[config.mk]
export PLATFORM = sky130hd
export DESIGN_NAME = unsigned_radix_to_ascii_top
export DESIGN_NICKNAME = d
export VERILOG_FILES = /design/src/sv/urta_pkg.sv /design/src/sv/urta_dp.sv /design/src/sv/urta_ctrl.sv /design/src/sv/unsigned_radix_to_ascii_top.sv
export SDC_FILE = /design/constraint.sdc
export NUM_CORES = 1
export LEC_CHECK = 0
export BUFFER_PORTS_ARGS = -buffer_cell sky130_fd_sc_hd__buf_2
export CORE_ASPECT_RATIO = 0.5
export CORE_MARGIN = 2
export CORE_UTILIZATION = 24
export DETAILED_ROUTE_END_ITERATION = 8
export MAX_ROUTING_LAYER = met4
export SLEW_MARGIN = 30
export SYNTH_ARGS = -nofsm -noshare
export SYNTH_HDL_FRONTEND = slang
export SYNTH_HIERARCHICAL = 1
export SYNTH_SLANG_ARGS = --single-unit
[constraint.sdc]
create_clock -name clk -period 15 [get_ports clk]
set_input_delay 3 -clock clk [delete_from_list [all_inputs] [get_ports clk]]
set_output_delay 3 -clock clk [all_outputs]
set_load 0.05 [all_outputs]
[src/sv/urta_pkg.sv]
// ----------------------------------------------------------------------------
// urta_pkg
// Shared types, constants and the digit-to-ASCII function of the radix
// converter.
// ----------------------------------------------------------------------------
package urta_pkg;

  // field widths
  localparam int VALUE_FIELD_W   = 32;
  localparam int CHAR_W          = 7;
  localparam int COUNT_W         = 4;
  localparam int DIGIT_W         = 4;
  localparam int VALUE_WIDTH_DEF = 32;

  // digit buffer sizing
  localparam int MAX_DIGITS = 11;
  localparam int CNT_W      = $clog2(MAX_DIGITS + 1);
  localparam int IDX_W      = $clog2(MAX_DIGITS);

  // reciprocal of ten: q = (v * RECIP) >> RECIP_SHIFT, exact for v < 2^32
  localparam int               RECIP_W     = 32;
  localparam int               RECIP_SHIFT = 35;
  localparam logic [RECIP_W-1:0] RECIP     = 32'hCCCC_CCCD;

  localparam logic [DIGIT_W-1:0] DEC_BASE = 4'd10;

  // ascii anchors
  localparam logic [CHAR_W-1:0] ASCII_ZERO    = 7'h30;
  localparam logic [CHAR_W-1:0] ASCII_LOWER_A = 7'h61;
  localparam logic [CHAR_W-1:0] ASCII_UPPER_A = 7'h41;

  // radix mode codes
  typedef enum logic [1:0] {
    OP_DEC  = 2'd0,
    OP_OCT  = 2'd1,
    OP_HEXL = 2'd2,
    OP_HEXU = 2'd3
  } radix_t;

  // controller to datapath
  typedef struct packed {
    logic load;
    logic mul;
    logic dig;
    logic emit;
  } urta_cmd_t;

  // datapath to controller
  typedef struct packed {
    logic in_dec;
    logic is_dec;
    logic collect_done;
    logic one_left;
  } urta_stat_t;

  // one digit to its ascii code
  function automatic logic [CHAR_W-1:0] ascii_of(input radix_t mode,
                                                 input logic [DIGIT_W-1:0] d);
    logic [CHAR_W-1:0] res;
    if (d < DEC_BASE) begin
      res = ASCII_ZERO + CHAR_W'(d);
    end else if (mode == OP_HEXU) begin
      res = ASCII_UPPER_A + CHAR_W'(d - DEC_BASE);
    end else begin
      res = ASCII_LOWER_A + CHAR_W'(d - DEC_BASE);
    end
    return res;
  endfunction

endpackage

[src/sv/urta_dp.sv]
// ----------------------------------------------------------------------------
// urta_dp
// Datapath: value register, reciprocal multiplier, digit buffer and the
// output word register.
// ----------------------------------------------------------------------------
module urta_dp import urta_pkg::*; #(
  parameter int VALUE_WIDTH = VALUE_WIDTH_DEF
) (
  input  logic                     clk,
  input  logic [1:0]               op,
  input  logic [VALUE_FIELD_W-1:0] value,
  input  urta_cmd_t                cmd,
  output urta_stat_t               stat,
  output logic [CHAR_W-1:0]        character,
  output logic [COUNT_W-1:0]       char_count,
  output logic                     last
);

  localparam int EW = (VALUE_WIDTH < VALUE_FIELD_W) ? VALUE_WIDTH : VALUE_FIELD_W;
  localparam int PW = EW + RECIP_W;
  localparam int QW = PW - RECIP_SHIFT;

  radix_t               mode;
  logic [EW-1:0]        v;
  logic [PW-1:0]        prod;
  logic [DIGIT_W-1:0]   dig_buf [MAX_DIGITS];
  logic [CNT_W-1:0]     n;
  logic [COUNT_W-1:0]   emit_cnt;

  logic [QW-1:0]        q;
  logic [EW-1:0]        q_ext;
  logic [EW-1:0]        q10;
  logic [EW-1:0]        rem_dec;
  logic [DIGIT_W-1:0]   digit;
  logic [EW-1:0]        v_next;
  logic [CNT_W-1:0]     n_next;
  logic [CNT_W-1:0]     n_dec;
  logic [IDX_W-1:0]     wr_idx;
  logic [IDX_W-1:0]     rd_idx;

  // quotient and remainder by ten from the registered product
  assign q       = prod[PW-1:RECIP_SHIFT];
  assign q_ext   = EW'(q);
  assign q10     = (q_ext << 3) + (q_ext << 1);
  assign rem_dec = v - q10;

  // next digit and what is left of the value
  always_comb begin
    unique case (mode) inside
      OP_DEC: begin
        digit  = rem_dec[DIGIT_W-1:0];
        v_next = q_ext;
      end
      OP_OCT: begin
        digit  = {1'b0, v[2:0]};
        v_next = v >> 3;
      end
      OP_HEXL, OP_HEXU: begin
        digit  = v[DIGIT_W-1:0];
        v_next = v >> 4;
      end
      default: begin
        digit  = v[DIGIT_W-1:0];
        v_next = v >> 4;
      end
    endcase
  end

  assign n_next = n + CNT_W'(1);
  assign n_dec  = n - CNT_W'(1);
  assign wr_idx = n[IDX_W-1:0];
  assign rd_idx = n_dec[IDX_W-1:0];

  // status toward the controller
  assign stat.in_dec       = (radix_t'(op) == OP_DEC);
  assign stat.is_dec       = (mode == OP_DEC);
  assign stat.collect_done = (v_next == '0) || (n_next == CNT_W'(MAX_DIGITS));
  assign stat.one_left     = (n == CNT_W'(1));

  // datapath registers
  always_ff @(posedge clk) begin
    if (cmd.load) begin
      mode     <= radix_t'(op);
      v        <= value[EW-1:0];
      n        <= '0;
      emit_cnt <= '0;
    end
    if (cmd.mul) begin
      prod <= PW'(v) * PW'(RECIP);
    end
    if (cmd.dig) begin
      dig_buf[wr_idx] <= digit;
      v               <= v_next;
      n               <= n_next;
    end
    if (cmd.emit) begin
      character  <= ascii_of(mode, dig_buf[rd_idx]);
      char_count <= emit_cnt + COUNT_W'(1);
      emit_cnt   <= emit_cnt + COUNT_W'(1);
      last       <= stat.one_left;
      n          <= n_dec;
    end
  end

endmodule

[src/sv/urta_ctrl.sv]
// ----------------------------------------------------------------------------
// urta_ctrl
// Controller: sequences load, digit collection and emission, and owns the
// handshake of both channels.
// ----------------------------------------------------------------------------
module urta_ctrl import urta_pkg::*; (
  input  logic       clk,
  input  logic       rst,
  input  logic       in_valid,
  output logic       in_stall,
  output logic       out_valid,
  input  logic       out_stall,
  input  urta_stat_t stat,
  output urta_cmd_t  cmd
);

  typedef enum logic [1:0] {
    S_IDLE,
    S_MUL,
    S_DIG,
    S_EMIT
  } state_t;

  state_t state;
  logic   out_take;

  // output register free or being drained
  assign out_take = !out_valid || !out_stall;
  assign in_stall = (state != S_IDLE);

  // commands
  always_comb begin
    cmd = '0;
    unique case (state)
      S_IDLE: cmd.load = in_valid;
      S_MUL:  cmd.mul  = 1'b1;
      S_DIG:  cmd.dig  = 1'b1;
      S_EMIT: cmd.emit = out_take;
      default: cmd = '0;
    endcase
  end

  // state and output valid
  always_ff @(posedge clk) begin
    if (rst) begin
      state     <= S_IDLE;
      out_valid <= 1'b0;
    end else begin
      if (cmd.emit) begin
        out_valid <= 1'b1;
      end else if (!out_stall) begin
        out_valid <= 1'b0;
      end
      unique case (state)
        S_IDLE: begin
          if (in_valid) begin
            state <= stat.in_dec ? S_MUL : S_DIG;
          end
        end
        S_MUL: state <= S_DIG;
        S_DIG: begin
          if (stat.collect_done) begin
            state <= S_EMIT;
          end else begin
            state <= stat.is_dec ? S_MUL : S_DIG;
          end
        end
        S_EMIT: begin
          if (out_take && stat.one_left) begin
            state <= S_IDLE;
          end
        end
        default: state <= S_IDLE;
      endcase
    end
  end

endmodule

[src/sv/unsigned_radix_to_ascii_top.sv]
// digits are collected into the buffer, then emitted as words, most significant first
// one value at a time; a new value is taken once the last digit is in the output register
// each decimal digit takes a step in the reciprocal multiplier before it is collected
// reset: synchronous, clears controller state and output valid only
// ----------------------------------------------------------------------------
// unsigned_radix_to_ascii_top
// Converts an unsigned value to ASCII digits in decimal, octal or hex,
// most significant digit first, one word per digit.
// ----------------------------------------------------------------------------
module unsigned_radix_to_ascii_top import urta_pkg::*; #(
  parameter int VALUE_WIDTH = VALUE_WIDTH_DEF
) (
  input  logic                     clk,
  input  logic                     rst,
  input  logic                     in_valid,
  output logic                     in_stall,
  input  logic [1:0]               op,
  input  logic [VALUE_FIELD_W-1:0] value,
  output logic                     out_valid,
  input  logic                     out_stall,
  output logic [CHAR_W-1:0]        character,
  output logic [COUNT_W-1:0]       char_count,
  output logic                     last
);

  urta_cmd_t  cmd;
  urta_stat_t stat;

  // sequencing
  urta_ctrl u_ctrl (
    .clk       (clk),
    .rst       (rst),
    .in_valid  (in_valid),
    .in_stall  (in_stall),
    .out_valid (out_valid),
    .out_stall (out_stall),
    .stat      (stat),
    .cmd       (cmd)
  );

  // digit extraction and output word
  urta_dp #(
    .VALUE_WIDTH (VALUE_WIDTH)
  ) u_dp (
    .clk        (clk),
    .op         (op),
    .value      (value),
    .cmd        (cmd),
    .stat       (stat),
    .character  (character),
    .char_count (char_count),
    .last       (last)
  );

endmodule

**Word level (Yosys, flattened, before mapping)**

Memories as Yosys holds them, arrays and structs flattened.
Index checks and enable logic that the tools add are counted.

- Magnitude comparators: 1
- Eq/ne operators: 10
- Bitwise gates (word level): 0
- Shift operators: 0
- Mux-type cells: 24
- $mul: 1
- $add $sub $neg: 9
- Div/mod/pow operators: 0
- Reductions and logical operators: 14

Operators with widths:

| kind | number |
|---|---|
| multiplier 32 x 32 -> 64 bit, second input constant | 1 |
| 2-to-1 mux 32 bit | 2 |
| case mux 29 bit (2 select lines) | 1 |
| logical NOT 32 bit | 1 |
| 2-to-1 mux 4 bit | 4 |
| adder 7 bit, first input constant | 2 |
| 2-to-1 mux 7 bit | 2 |
| 2-to-1 mux 2 bit | 5 |
| adder 4 x 1 -> 4 bit, second input constant | 2 |
| 2-to-1 mux 1 bit | 8 |
| case mux 2 bit (4 select lines) | 1 |
| case mux 4 bit (2 select lines) | 1 |
| adder 6 x 4 -> 7 bit, first input constant | 1 |
| == test 2 bit, second input constant | 3 |
| logical NOT 2 bit | 3 |
| nonzero test 2 bit | 3 |
| subtractor 4 x 4 -> 5 bit, second input constant | 1 |
| adder 4 bit | 1 |
| == test 2 x 1 -> 1 bit, second input constant | 2 |
| == test 4 x 1 -> 1 bit, second input constant | 1 |
| == test 4 bit, second input constant | 1 |
| less-than comparator 4 bit, second input constant | 1 |
| inequality test 2 x 1 -> 1 bit, second input constant | 2 |
| subtractor 4 x 1 -> 4 bit, second input constant | 1 |
| other kinds (7) | 9 |

- Memories: 1
- Bits in read-only memories: 0
- Register bits after elaboration: 121
- Bits in latches: 0
- Input bits: 38
- Bits in writable memories: 44
- Logic and storage cells: 70

Memories:

| name | depth | bits a word | rd ports | clocked after memory_dff | write ports | line | RTL |
|---|---|---|---|---|---|---|---|
| u_dp.dig_buf | 11 | 4 | 1 | 0 | 1 | urta_dp.sv:26 | `logic [DIGIT_W-1:0] dig_buf [MAX_DIGITS];` |

**Logic depth before layout (Yosys ltp)**

Gate-level depths: netlist of the first run.

- Word-level depth: 6
- Gate-level depth with buffers: 26

**Cells and area by module**

Netlist of the first run, hierarchy kept.

By module, submodules not included:

| module | cells an instance | times used | area an instance (um^2) | seq. area each (um^2) |
|---|---|---|---|---|
| urta_dp | 2,080 | 1 | 22,348.9 | 3,813.7 |
| urta_ctrl | 23 | 1 | 187.7 | 60.1 |

**Worst setup path after synthesis of the first run**

OpenSTA, ideal clock, no wires.

- Path type: register to register
- From: reg u_dp.v[20]
- To: reg u_dp.prod[57], data pin
- Buffers on the path: 0
- Required time: 14.731 ns
- Clock period less this slack: 6.740 ns
- Arrival time: 6.471 ns
- Path slack: 8.260 ns
- Cell stages (with the launch flop): 25
- Cell sequence: edfxtp_1 -> ha_1 -> inv_1 -> fa_1 -> inv_1 -> fa_1 -> inv_1 -> fa_1 -> inv_1 -> fa_1 -> fa_1 -> fa_1 -> inv_1 -> fa_1 -> inv_1 -> ha_1 -> a21oi_1 -> o21ai_1 -> a2111oi_2 -> o211ai_1 -> o21ai_2 -> o21ai_4 -> a211oi_4 -> o31ai_1 -> xor2_1

- Word-level cells in the longest chain between the ends: 1

Ends and longest elaborated chain:

| item | line | RTL |
|---|---|---|
| start: declaration | urta_dp.sv:24 | `logic [EW-1:0] v;` |
| start signal: assignment | urta_dp.sv:84 | `v <= value[EW-1:0];` |
| start signal: assignment | urta_dp.sv:93 | `v <= v_next;` |
| multiplier 32 x 32 -> 64 bit | urta_dp.sv:89 | `prod <= PW'(v) * PW'(RECIP);` |
| end signal: assignment | urta_dp.sv:89 |  |
| end: declaration | urta_dp.sv:25 | `logic [PW-1:0] prod;` |

Every way passes these cells.
A chain may end at the register's enable or synchronous reset.

**Worst setup path in the final report of the first run**

- From: reg u_dp.v[14]
- To: reg u_dp.prod[60], data pin

The elaborated chain is that of the path after synthesis.

==> results by group, run 1 <==
Clock network
  – Clock Pin Slew Worst Setup and Hold Paths: 0.06 ns
  – Post-cts sizing count: 0
  – Clk sink count: 130
  – Longest Clk Path Bufs: 2
  – Root Driver: clkbuf_16
  – Hold buffer count at cts: 0
  – TritonCTS clock tree: done
  – Total CTS buffers: 17
  – H-tree levels: 4
  – Post-CTS Setup Inserts: 0
  – Worst-Skew Late Latency: 0.43 ns

Placement
  – Detailed placement HPWL: approximately 56,000 um
  – Dpl cells: about 3,400
  – Place WS: 7.02 ns
  – Port buffer count: 51
  – Final RePlAce weighted congestion: ~0.98

Worst setup path
  – Critical path arrival: 8.26 ns
  – Delay-heaviest family, CP: adder cells
  – CP Capture Type: flip-flop
  – Crit path max fanout: 7
  – Slowest CP cell: edfxtp_1
  – Crit path required time: roughly 15 ns
  – Max stage delay on crit path: approximately 0.6 ns
  – Startpoint types: flip-flop
  – R2R Setup Slk: approximately 7 ns
  – Cell repeated most along the worst path: fa_1
  – CP Class: flip-flop to flip-flop
  – Worst path buffer plus inverter count: 7

Drt
  – DRC: 0
  – DRT Wirelength: approximately 63,000 um
  – Initial DRC Count: approximately 910
  – Antenna viol nets, final: 0
  – Routed vias/inst: 4.31
  – DR vias: 14,700
  – Detailed Routing Iterations Pass 1: 5
  – Detailed-route wire length per cell: approximately 18 um

Cells and area
  – Area Growth Syn to Fin: 10.6%
  – Multi-input logic area: 16,400 um2
  – FILL cells: 9,732
  – Layout cell share with drive strength beyond 1: ~6.9%
  – Sequential cell area: 3870 um2
  – # diodes: 0
  – Post-route insts no fill: around 3,400
  – Fin nets: about 2,900

Timing
  – Fin. Hold Viols: 0
  – Fin. max-slew vios: 0
  – Final hold slack: 0.500 ns
  – Min Tclk post-route: 8.12 ns
  – RSZ-0062 raised after global routing: false
  – Worst Skew: approximately 0.013 ns
  – Max Freq: roughly 120 MHz
  – Worst Max-Slew Pin Slew: roughly 1.0 ns
  – Final setup viols: 0
  – Fin crit share: a little over half
  – Final setup margin: a little under 7 ns
  – Setup TNS: 0 ns
  – Slew margin rel.: between 30% and 40%

Logic synthesis
  – Largest family of logic cells by synthesized area: adder cells
  – Avg Inst Size Synth: around 11 um2
  – Asr flop ratio synth: 0%
  – XOR/XNOR Fraction of Synth Area: between 3 and 4%
  – Multiplexer area fraction after synthesis: under 10%
  – Post-synthesis cell area: ~23,000 um2
  – Number of synthesized flops with an enable pin: 127
  – Post-synthesis compound-gate area fraction: between 5 and 6%
  – Dominant synthesized flop cell: edfxtp_1
  – Synth top area cells: fa_1 34%, ha_1 20%, edfxtp_1 17%
  – Synth area leader: fa_1
  – Seq/Total Area, Yosys: between 10% and 20%
  – Synth warn: 6
  – Adder-cell share of the synthesized area: a little over half
  – Distinct cells, synth: 61
  – Syn nets: roughly 2,900
  – Simple-gate area share of the yosys netlist: 5.41%
  – Synth top area share: 34.3%
  – Synthesized netlist cell count: about 2,100
  – Synth Register Bits: 130

Global route
  – Largest net degree at the start of global routing: 62
  – Initial antenna violation count: 0
  – GRT overflow: 0
  – Global-route usage over all layers: between 10% and 20%
  – Via count of the first global-routing pass: 15,600
  – First-pass GRT wire length: about 96,000 um

Run status
  – Status: completed

Floorplan
  – I/O pin total: 52
  – Horiz. Die Dim: ~440 um
  – Placeable Area: roughly 93,000 um2
  – Row count: 79
  – Initial Utilization: 24.2%
  – Chip height: 221 um
  – Die area: 96,500 um2

Flow run
  – Max_cap viols: 0

Worst hold path
  – Tightest Hold Check Type: flip-flop to flip-flop
==> worst register-to-register path: stages (launching register included) <==
cell and delay, ns:
edfxtp_1 0.60, ha_1 0.51, inv_1 0.21, fa_1 0.57, inv_1 0.06, fa_1 0.50
inv_1 0.05, fa_1 0.49, inv_1 0.06, fa_1 0.56, fa_1 0.43, fa_1 0.49
inv_1 0.05, fa_1 0.48, inv_1 0.04, ha_1 0.34, and3_1 0.22, and4_1 0.30
nand4_1 0.12, o22ai_1 0.35, buf_4 0.20, nand2_1 0.20, and3_1 0.32, nor3_1 0.37
or2_1 0.18, o311ai_1 0.15
==> per-layer routing <==
metal	share of wire (%)	wire [um]	up-vias	GRT usage, %
met5	0	0	-	-
met4	2.9	1840	0	3.86
met3	6.2	3900	58	2.38
met2	45	28300	397	21.1
met1	46	28900	7475	18.6
li1	-	-	6776	-
==> cell usage in the layout (no fill, tap or decap), drive strengths merged, types with 8 or more instances in the layout <==
cell type / netlist / final
a21oi: 65 / 65
nand2: 97 / 97
edfxtp: 127 / 127
mux4: 8 / 8
buf: 6 / 60
nand2b: 10 / 10
nor2b: 12 / 12
fa: 386 / 386
xnor2: 40 / 40
nor3: 24 / 24
nand3: 19 / 19
clkbuf: 29 / 17
mux2i: 37 / 37
inv: 558 / 564
xor2: 48 / 48
o21bai: 13 / 13
a211oi: 12 / 12
nand4: 11 / 11
o21ai: 67 / 67
a21o: 23 / 23
ha: 358 / 358
mux2: 30 / 30
and2: 11 / 11
nor2: 47 / 47
==> cell families (layout without fill, tap and decap cells) <==
logic type | Yosys count | count (layout)
AOI/OAI and AO/OA | 215 | 215
xor gates and xnor gates | 88 | 88
adders and majority gates | 744 | 744
buffers and inverters | 593 | 650
DFF | 130 | 130
muxes | 75 | 75
and+or+nand+nor | 258 | 258
==> Yosys cell counts, drive strengths merged, types with 10 or more instances <==
cell type / count
o21ai: 67
fa: 386
o21bai: 13
nand3: 19
a21o: 23
a21oi: 65
nor2b: 12
inv: 558
nor2: 47
clkbuf: 29
ha: 358
mux2i: 37
xnor2: 40
a211oi: 12
nand2: 97
nor3: 24
nand2b: 10
mux2: 30
xor2: 48
nand4: 11
and2: 11
edfxtp: 127
==> area by class of cell <==
class,instances,share of cell area [%]
well taps,1255,6.30
inverters,558,8.40
flip-flops and latches,130,15.5
multi-input cells,1380,65.9
clock inverters,15,0.798
clock buffers,17,1.71
repair buffers,60,1.32
==> path summary, 6_finish.rpt <==
path / from / end / depth (start not counted)
worst max register to register: u_dp/v[14] / u_dp/prod[60] / 25
worst min register to register: u_ctrl/out_valid / u_ctrl/out_valid / 2
worst min-delay path: u_ctrl/out_valid / u_ctrl/out_valid / 2
worst max-delay path: u_dp/v[14] / u_dp/prod[60] / 25
==> per-stage QoR <==
| stage | utilization [%] | area (um2) |
|---|---|---|
| after global placement | 26.1 | 24300 |
| after global routing | 26.8 | 24900 |
| after floorplan | - | 22500 |
| after detailed placement | 26.1 | 24300 |
| after CTS | 26.8 | 24900 |
| final | 26.8 | 24900 |
==> registers in the layout, summed over array words and instances, names as in the netlist <==
name / flops
u_dp/dig_buf: 44
u_dp/v: 32
u_dp/prod: 29
u_dp/character: 7
u_dp/char_count: 4
u_dp/emit_cnt: 4
u_dp/n: 4
u_ctrl/state: 2
u_dp/mode: 2
u_ctrl/out_valid: 1
u_dp/last: 1
Power of run 1 is left out: the tool's default activity adds up to more than one toggle a clock period on the data nets, which glitch-free logic cannot reach.
==> inputs of run 2 (changes only) <==
--- a/config.mk
+++ b/config.mk
@@ -5,6 +5,7 @@
 export SDC_FILE = /design/constraint.sdc
 export NUM_CORES = 1
 export LEC_CHECK = 0
+export ABC_AREA = 1
 export BUFFER_PORTS_ARGS = -buffer_cell sky130_fd_sc_hd__buf_2
 export CORE_ASPECT_RATIO = 0.5
 export CORE_MARGIN = 2
==> constraint.sdc (replaced) <==
create_clock -name clk -period 7.1 [get_ports clk]
set_input_delay 1.42 -clock clk [delete_from_list [all_inputs] [get_ports clk]]
set_output_delay 1.42 -clock clk [all_outputs]
set_load 0.05 [all_outputs]
==> results by group, run 2 <==
Cells and area
  – Largest register FFs: 44 (unchanged)
  – Layout cell share with drive strength beyond 1: 7.81% (was 6.90%)
  – FILL cells: 10,900 (was 9,732)
  – Fin nets: 3,815 (was 2,929)
  – Commonest non-fill, non-tap cell in the layout: inv_1 (unchanged)
  – Sequential cell area: 3870 um2 (unchanged)
  – Area Growth Syn to Fin: 13.2% (was 10.6%)
  – Most frequent cells in the layout: 783 x inv_1, 539 x nand2_1, 386 x fa_1 (was 557 x inv_1, 386 x fa_1, 358 x ha_1)
  – Biggest register: u_dp/dig_buf (unchanged)
  – Top flop regs: u_dp/dig_buf: 44 flops, u_dp/v: 32 flops, u_dp/prod: 29 flops (unchanged)
  – Multi-input logic area: 17,800 um2 (was 16,400 um2)
  – # diodes: 0 (unchanged)

Logic synthesis
  – Top cells by count, synth: 783 x inv_1, 539 x nand2_1, 386 x fa_1 (was 557 x inv_1, 386 x fa_1, 358 x ha_1)
  – Syn nets: 3,658 (was 2,885)
  – Adder-cell share of the synthesized area: 49.3% (was 54.2%)
  – Avg Inst Size Synth: 8.62 um2 (was 10.7 um2)
  – Multiplexer area fraction after synthesis: 0% (was 3.94%)
  – XOR/XNOR Fraction of Synth Area: 2.22% (was 3.42%)
  – Dominant synthesized flop cell: edfxtp_1 (unchanged)
  – Count leader, synth: inv_1 (unchanged)
  – Number of synthesized flops with an enable pin: 127 (unchanged)
  – Synthesized netlist cell count: 2,876 (was 2,103)
  – Synth area leader: fa_1 (unchanged)
  – Seq/Total Area, Yosys: 15.6% (was 17.2%)
  – Synth Register Bits: 130 (unchanged)
  – Synth top area cells: fa_1 31%, ha_1 18%, edfxtp_1 15% (was fa_1 34%, ha_1 20%, edfxtp_1 17%)
  – Synth warn: 6 (unchanged)
  – Post-synthesis cell area: 24,800 um2 (was 22,500 um2)
  – Synth top area share: 31.2% (was 34.3%)
  – Asr flop ratio synth: 0% (unchanged)
  – Post-synthesis compound-gate area fraction: 6.24% (was 5.98%)
  – Simple-gate area share of the yosys netlist: 14.0% (was 5.41%)
  – Largest family of logic cells by synthesized area: adder cells (unchanged)
  – Distinct cells, synth: 46 (was 61)

Drt
  – DRT Wirelength: 87,700 um (was 62,900 um)
  – Initial DRC Count: 1,386 (was 912)
  – Detailed-route wire length per cell: 19.9 um (was 18.4 um)
  – Detailed Routing Iterations Pass 1: 6 (was 5)
  – DRC: 0 (unchanged)
  – Routed vias/inst: 4.40 (was 4.31)
  – DR vias: 19,400 (was 14,700)
  – Antenna viol nets, final: 0 (unchanged)

Clock network
  – Hold buffer count at cts: 0 (unchanged)
  – Worst-Skew Late Latency: 0.49 ns (was 0.43 ns)
  – TritonCTS clock tree: done (unchanged)
  – Root Driver: clkbuf_16 (unchanged)
  – Longest Clk Path Bufs: 2 (unchanged)
  – Clock Pin Slew Worst Setup and Hold Paths: 0.08 ns (was 0.06 ns)
  – Clk sink count: 130 (unchanged)
  – H-tree levels: 4 (unchanged)
  – Total CTS buffers: 17 (unchanged)

Worst setup path
  – CP Cell Sequence: ha_1 > xor2_1 > ha_1 > or2_2 > fa_1 > fa_1 > fa_1 > fa_1 > fa_1 > inv_1 > fa_1 > inv_1 > ha_1 > nand2_1 > nor2_1 > inv_1 > nor2_1 > nand2_1 > nor3_1 > o21ai_1 > nand4_1 > nand2_1
  – Crit path max fanout: 6 (was 7)
  – Crit path required time: 7.33 ns (was 15.14 ns)
  – Max stage delay on crit path: 0.69 ns (was 0.60 ns)
  – Cell repeated most along the worst path: fa_1 (unchanged)
  – Critical path arrival: 7.11 ns (was 8.26 ns)
  – CP startpoint: u_dp/v[1] (was u_dp/v[14])
  – Startpoint types: flip-flop (unchanged)
  – R2r startpoint: u_dp/v[1] (was u_dp/v[14])
  – CP Class: flip-flop to flip-flop (unchanged)
  – CP Capture Type: flip-flop (unchanged)
  – Slowest CP cell: fa_1 (was edfxtp_1)

Floorplan
  – Initial Utilization: 24.2% (about the same)
  – Chip height: 231 um (was 221 um)
  – I/O pin total: 52 (unchanged)
  – Row count: 83 (was 79)
  – Placeable Area: 103,000 um2 (was 93,000 um2)
  – Horiz. Die Dim: 458 um (was 437 um)
  – Die area: 106,000 um2 (was 96,500 um2)

Timing
  – Fin. Hold Viols: 0 (unchanged)
  – Worst Skew: 0.0253 ns (was 0.0126 ns)
  – Slew margin rel.: 35.3% (was 31.3%)
  – Final setup viols: 0 (unchanged)
  – RSZ-0062 raised after global routing: false (unchanged)
  – Worst Max-Slew Pin Slew: 0.971 ns (was 1.02 ns)
  – Setup TNS: 0 ns (unchanged)
  – Max Freq: 145 MHz (was 123 MHz)
  – Fin crit share: 96.9% (was 54.1%)
  – Fin. max-slew vios: 0 (unchanged)
  – Min Tclk post-route: 6.88 ns (was 8.12 ns)

Global route
  – Largest net degree at the start of global routing: 46 (was 62)
  – Via count of the first global-routing pass: 20,600 (was 15,600)
  – First-pass GRT wire length: 132,000 um (was 96,000 um)
  – GRT overflow: 0 (unchanged)
  – Global-route usage over all layers: 17.5% (was 13.7%)
  – Initial antenna violation count: 0 (unchanged)

Run status
  – Status: completed (unchanged)

Placement
  – Final RePlAce weighted congestion: 0.992 (was 0.981)
  – Detailed placement HPWL: 78,300 um (was 55,700 um)
  – Port buffer count: 51 (unchanged)

Worst hold path
  – Tightest Hold Check Type: flip-flop to flip-flop (unchanged)
  – Hold path start: u_ctrl/out_valid (unchanged)

Flow run
  – Max_cap viols: 0 (unchanged)
==> run 2: cell count changes in the layout (fill, tap and decap cells not counted), sizes merged, moves of 12 or more <==
cell    change
o21ai      +40
nor2      +127
a21o       -14
nor2b      -12
nand3      +63
inv       +232
nand2     +447
xnor2      -25
mux2       -30
buf       +106
a211oi     -12
a21oi      +41
mux2i      -37
==> run 2: area by class of cell <==
| cell class | instances | share of cell area (%) |
|---|---|---|
| inverters | 790 | 10.6 |
| multi-input cells | 1928 | 63.5 |
| well taps | 1360 | 6.07 |
| clock inverters | 15 | 0.571 |
| clock buffers | 17 | 1.52 |
| flip-flops and latches | 130 | 13.8 |
| repair buffers | 166 | 3.99 |
==> run 2: kinds of logic (layout without fill, tap and decap cells) <==
| family | after synthesis | in the layout |
|---|---|---|
| AO/OA/AOI/OAI | 272 | 272 |
| flip-flops | 130 | 130 |
| XOR/XNOR | 62 | 62 |
| AND/OR/NAND/NOR | 850 | 850 |
| adder cells (fa/ha/maj) | 744 | 744 |
| buffers and inverters | 818 | 988 |
==> run 2: worst max-delay path: cells and delay by family, from the launching register on <==
| kind | cells | cell delay [ns] |
|---|---|---|
| buffers and inverters | 3 | 0.15 |
| flip-flops | 1 | 0.52 |
| XOR/XNOR | 1 | 0.21 |
| adder cells (fa/ha/maj) | 9 | 4.12 |
| AND/OR/NAND/NOR | 8 | 1.47 |
| AO/OA/AOI/OAI | 1 | 0.15 |
==> run 2: worst paths after layout <==
| kind | to | slack [ns] | cells after the start |
|---|---|---|---|
| worst max-delay path | u_dp/prod[48] | 0.22 | 22 |
| worst min-delay path | u_ctrl/out_valid | 0.52 | 2 |
| worst max register to register | u_dp/prod[48] | 0.22 | 22 |
| worst min register to register | u_ctrl/out_valid | 0.52 | 2 |
==> run 2: what timing repair did <==
item / in CTS / in global routing
resized for setup: 0 / 8
setup buffers: 0 / 4
endpoints found under the setup margin: 0 / 27
==> run 2: per-layer routing <==
metal / GRT usage [%] / vias to the layer above / share of wire [%]
met3: 1.68 / 104 / 4.9
met1: 22.5 / 9606 / 45
met4: 5.83 / 0 / 3.4
met5: - / - / 0
met2: 29.0 / 586 / 47
li1: - / 9107 / -
==> run 2: through the flow <==
| step | area, um2 | hold slack, ns | setup slack, ns | instances | utilization [%] |
|---|---|---|---|---|---|
| floorplan | 24800 | 0.538 | 1.10 | 2876 | - |
| global placement | 27400 | 0.495 | 0.0582 | 4370 | 26.7 |
| detailed placement | 27400 | 0.509 | 0.0502 | 4370 | 26.7 |
| CTS | 28000 | 0.516 | 0.00746 | 4402 | 27.3 |
| global route | 28000 | 0.552 | 0.00699 | 4406 | 27.4 |
| finish | 28000 | 0.523 | 0.223 | 4406 | 27.4 |
Power of run 2 is left out for the same reason.
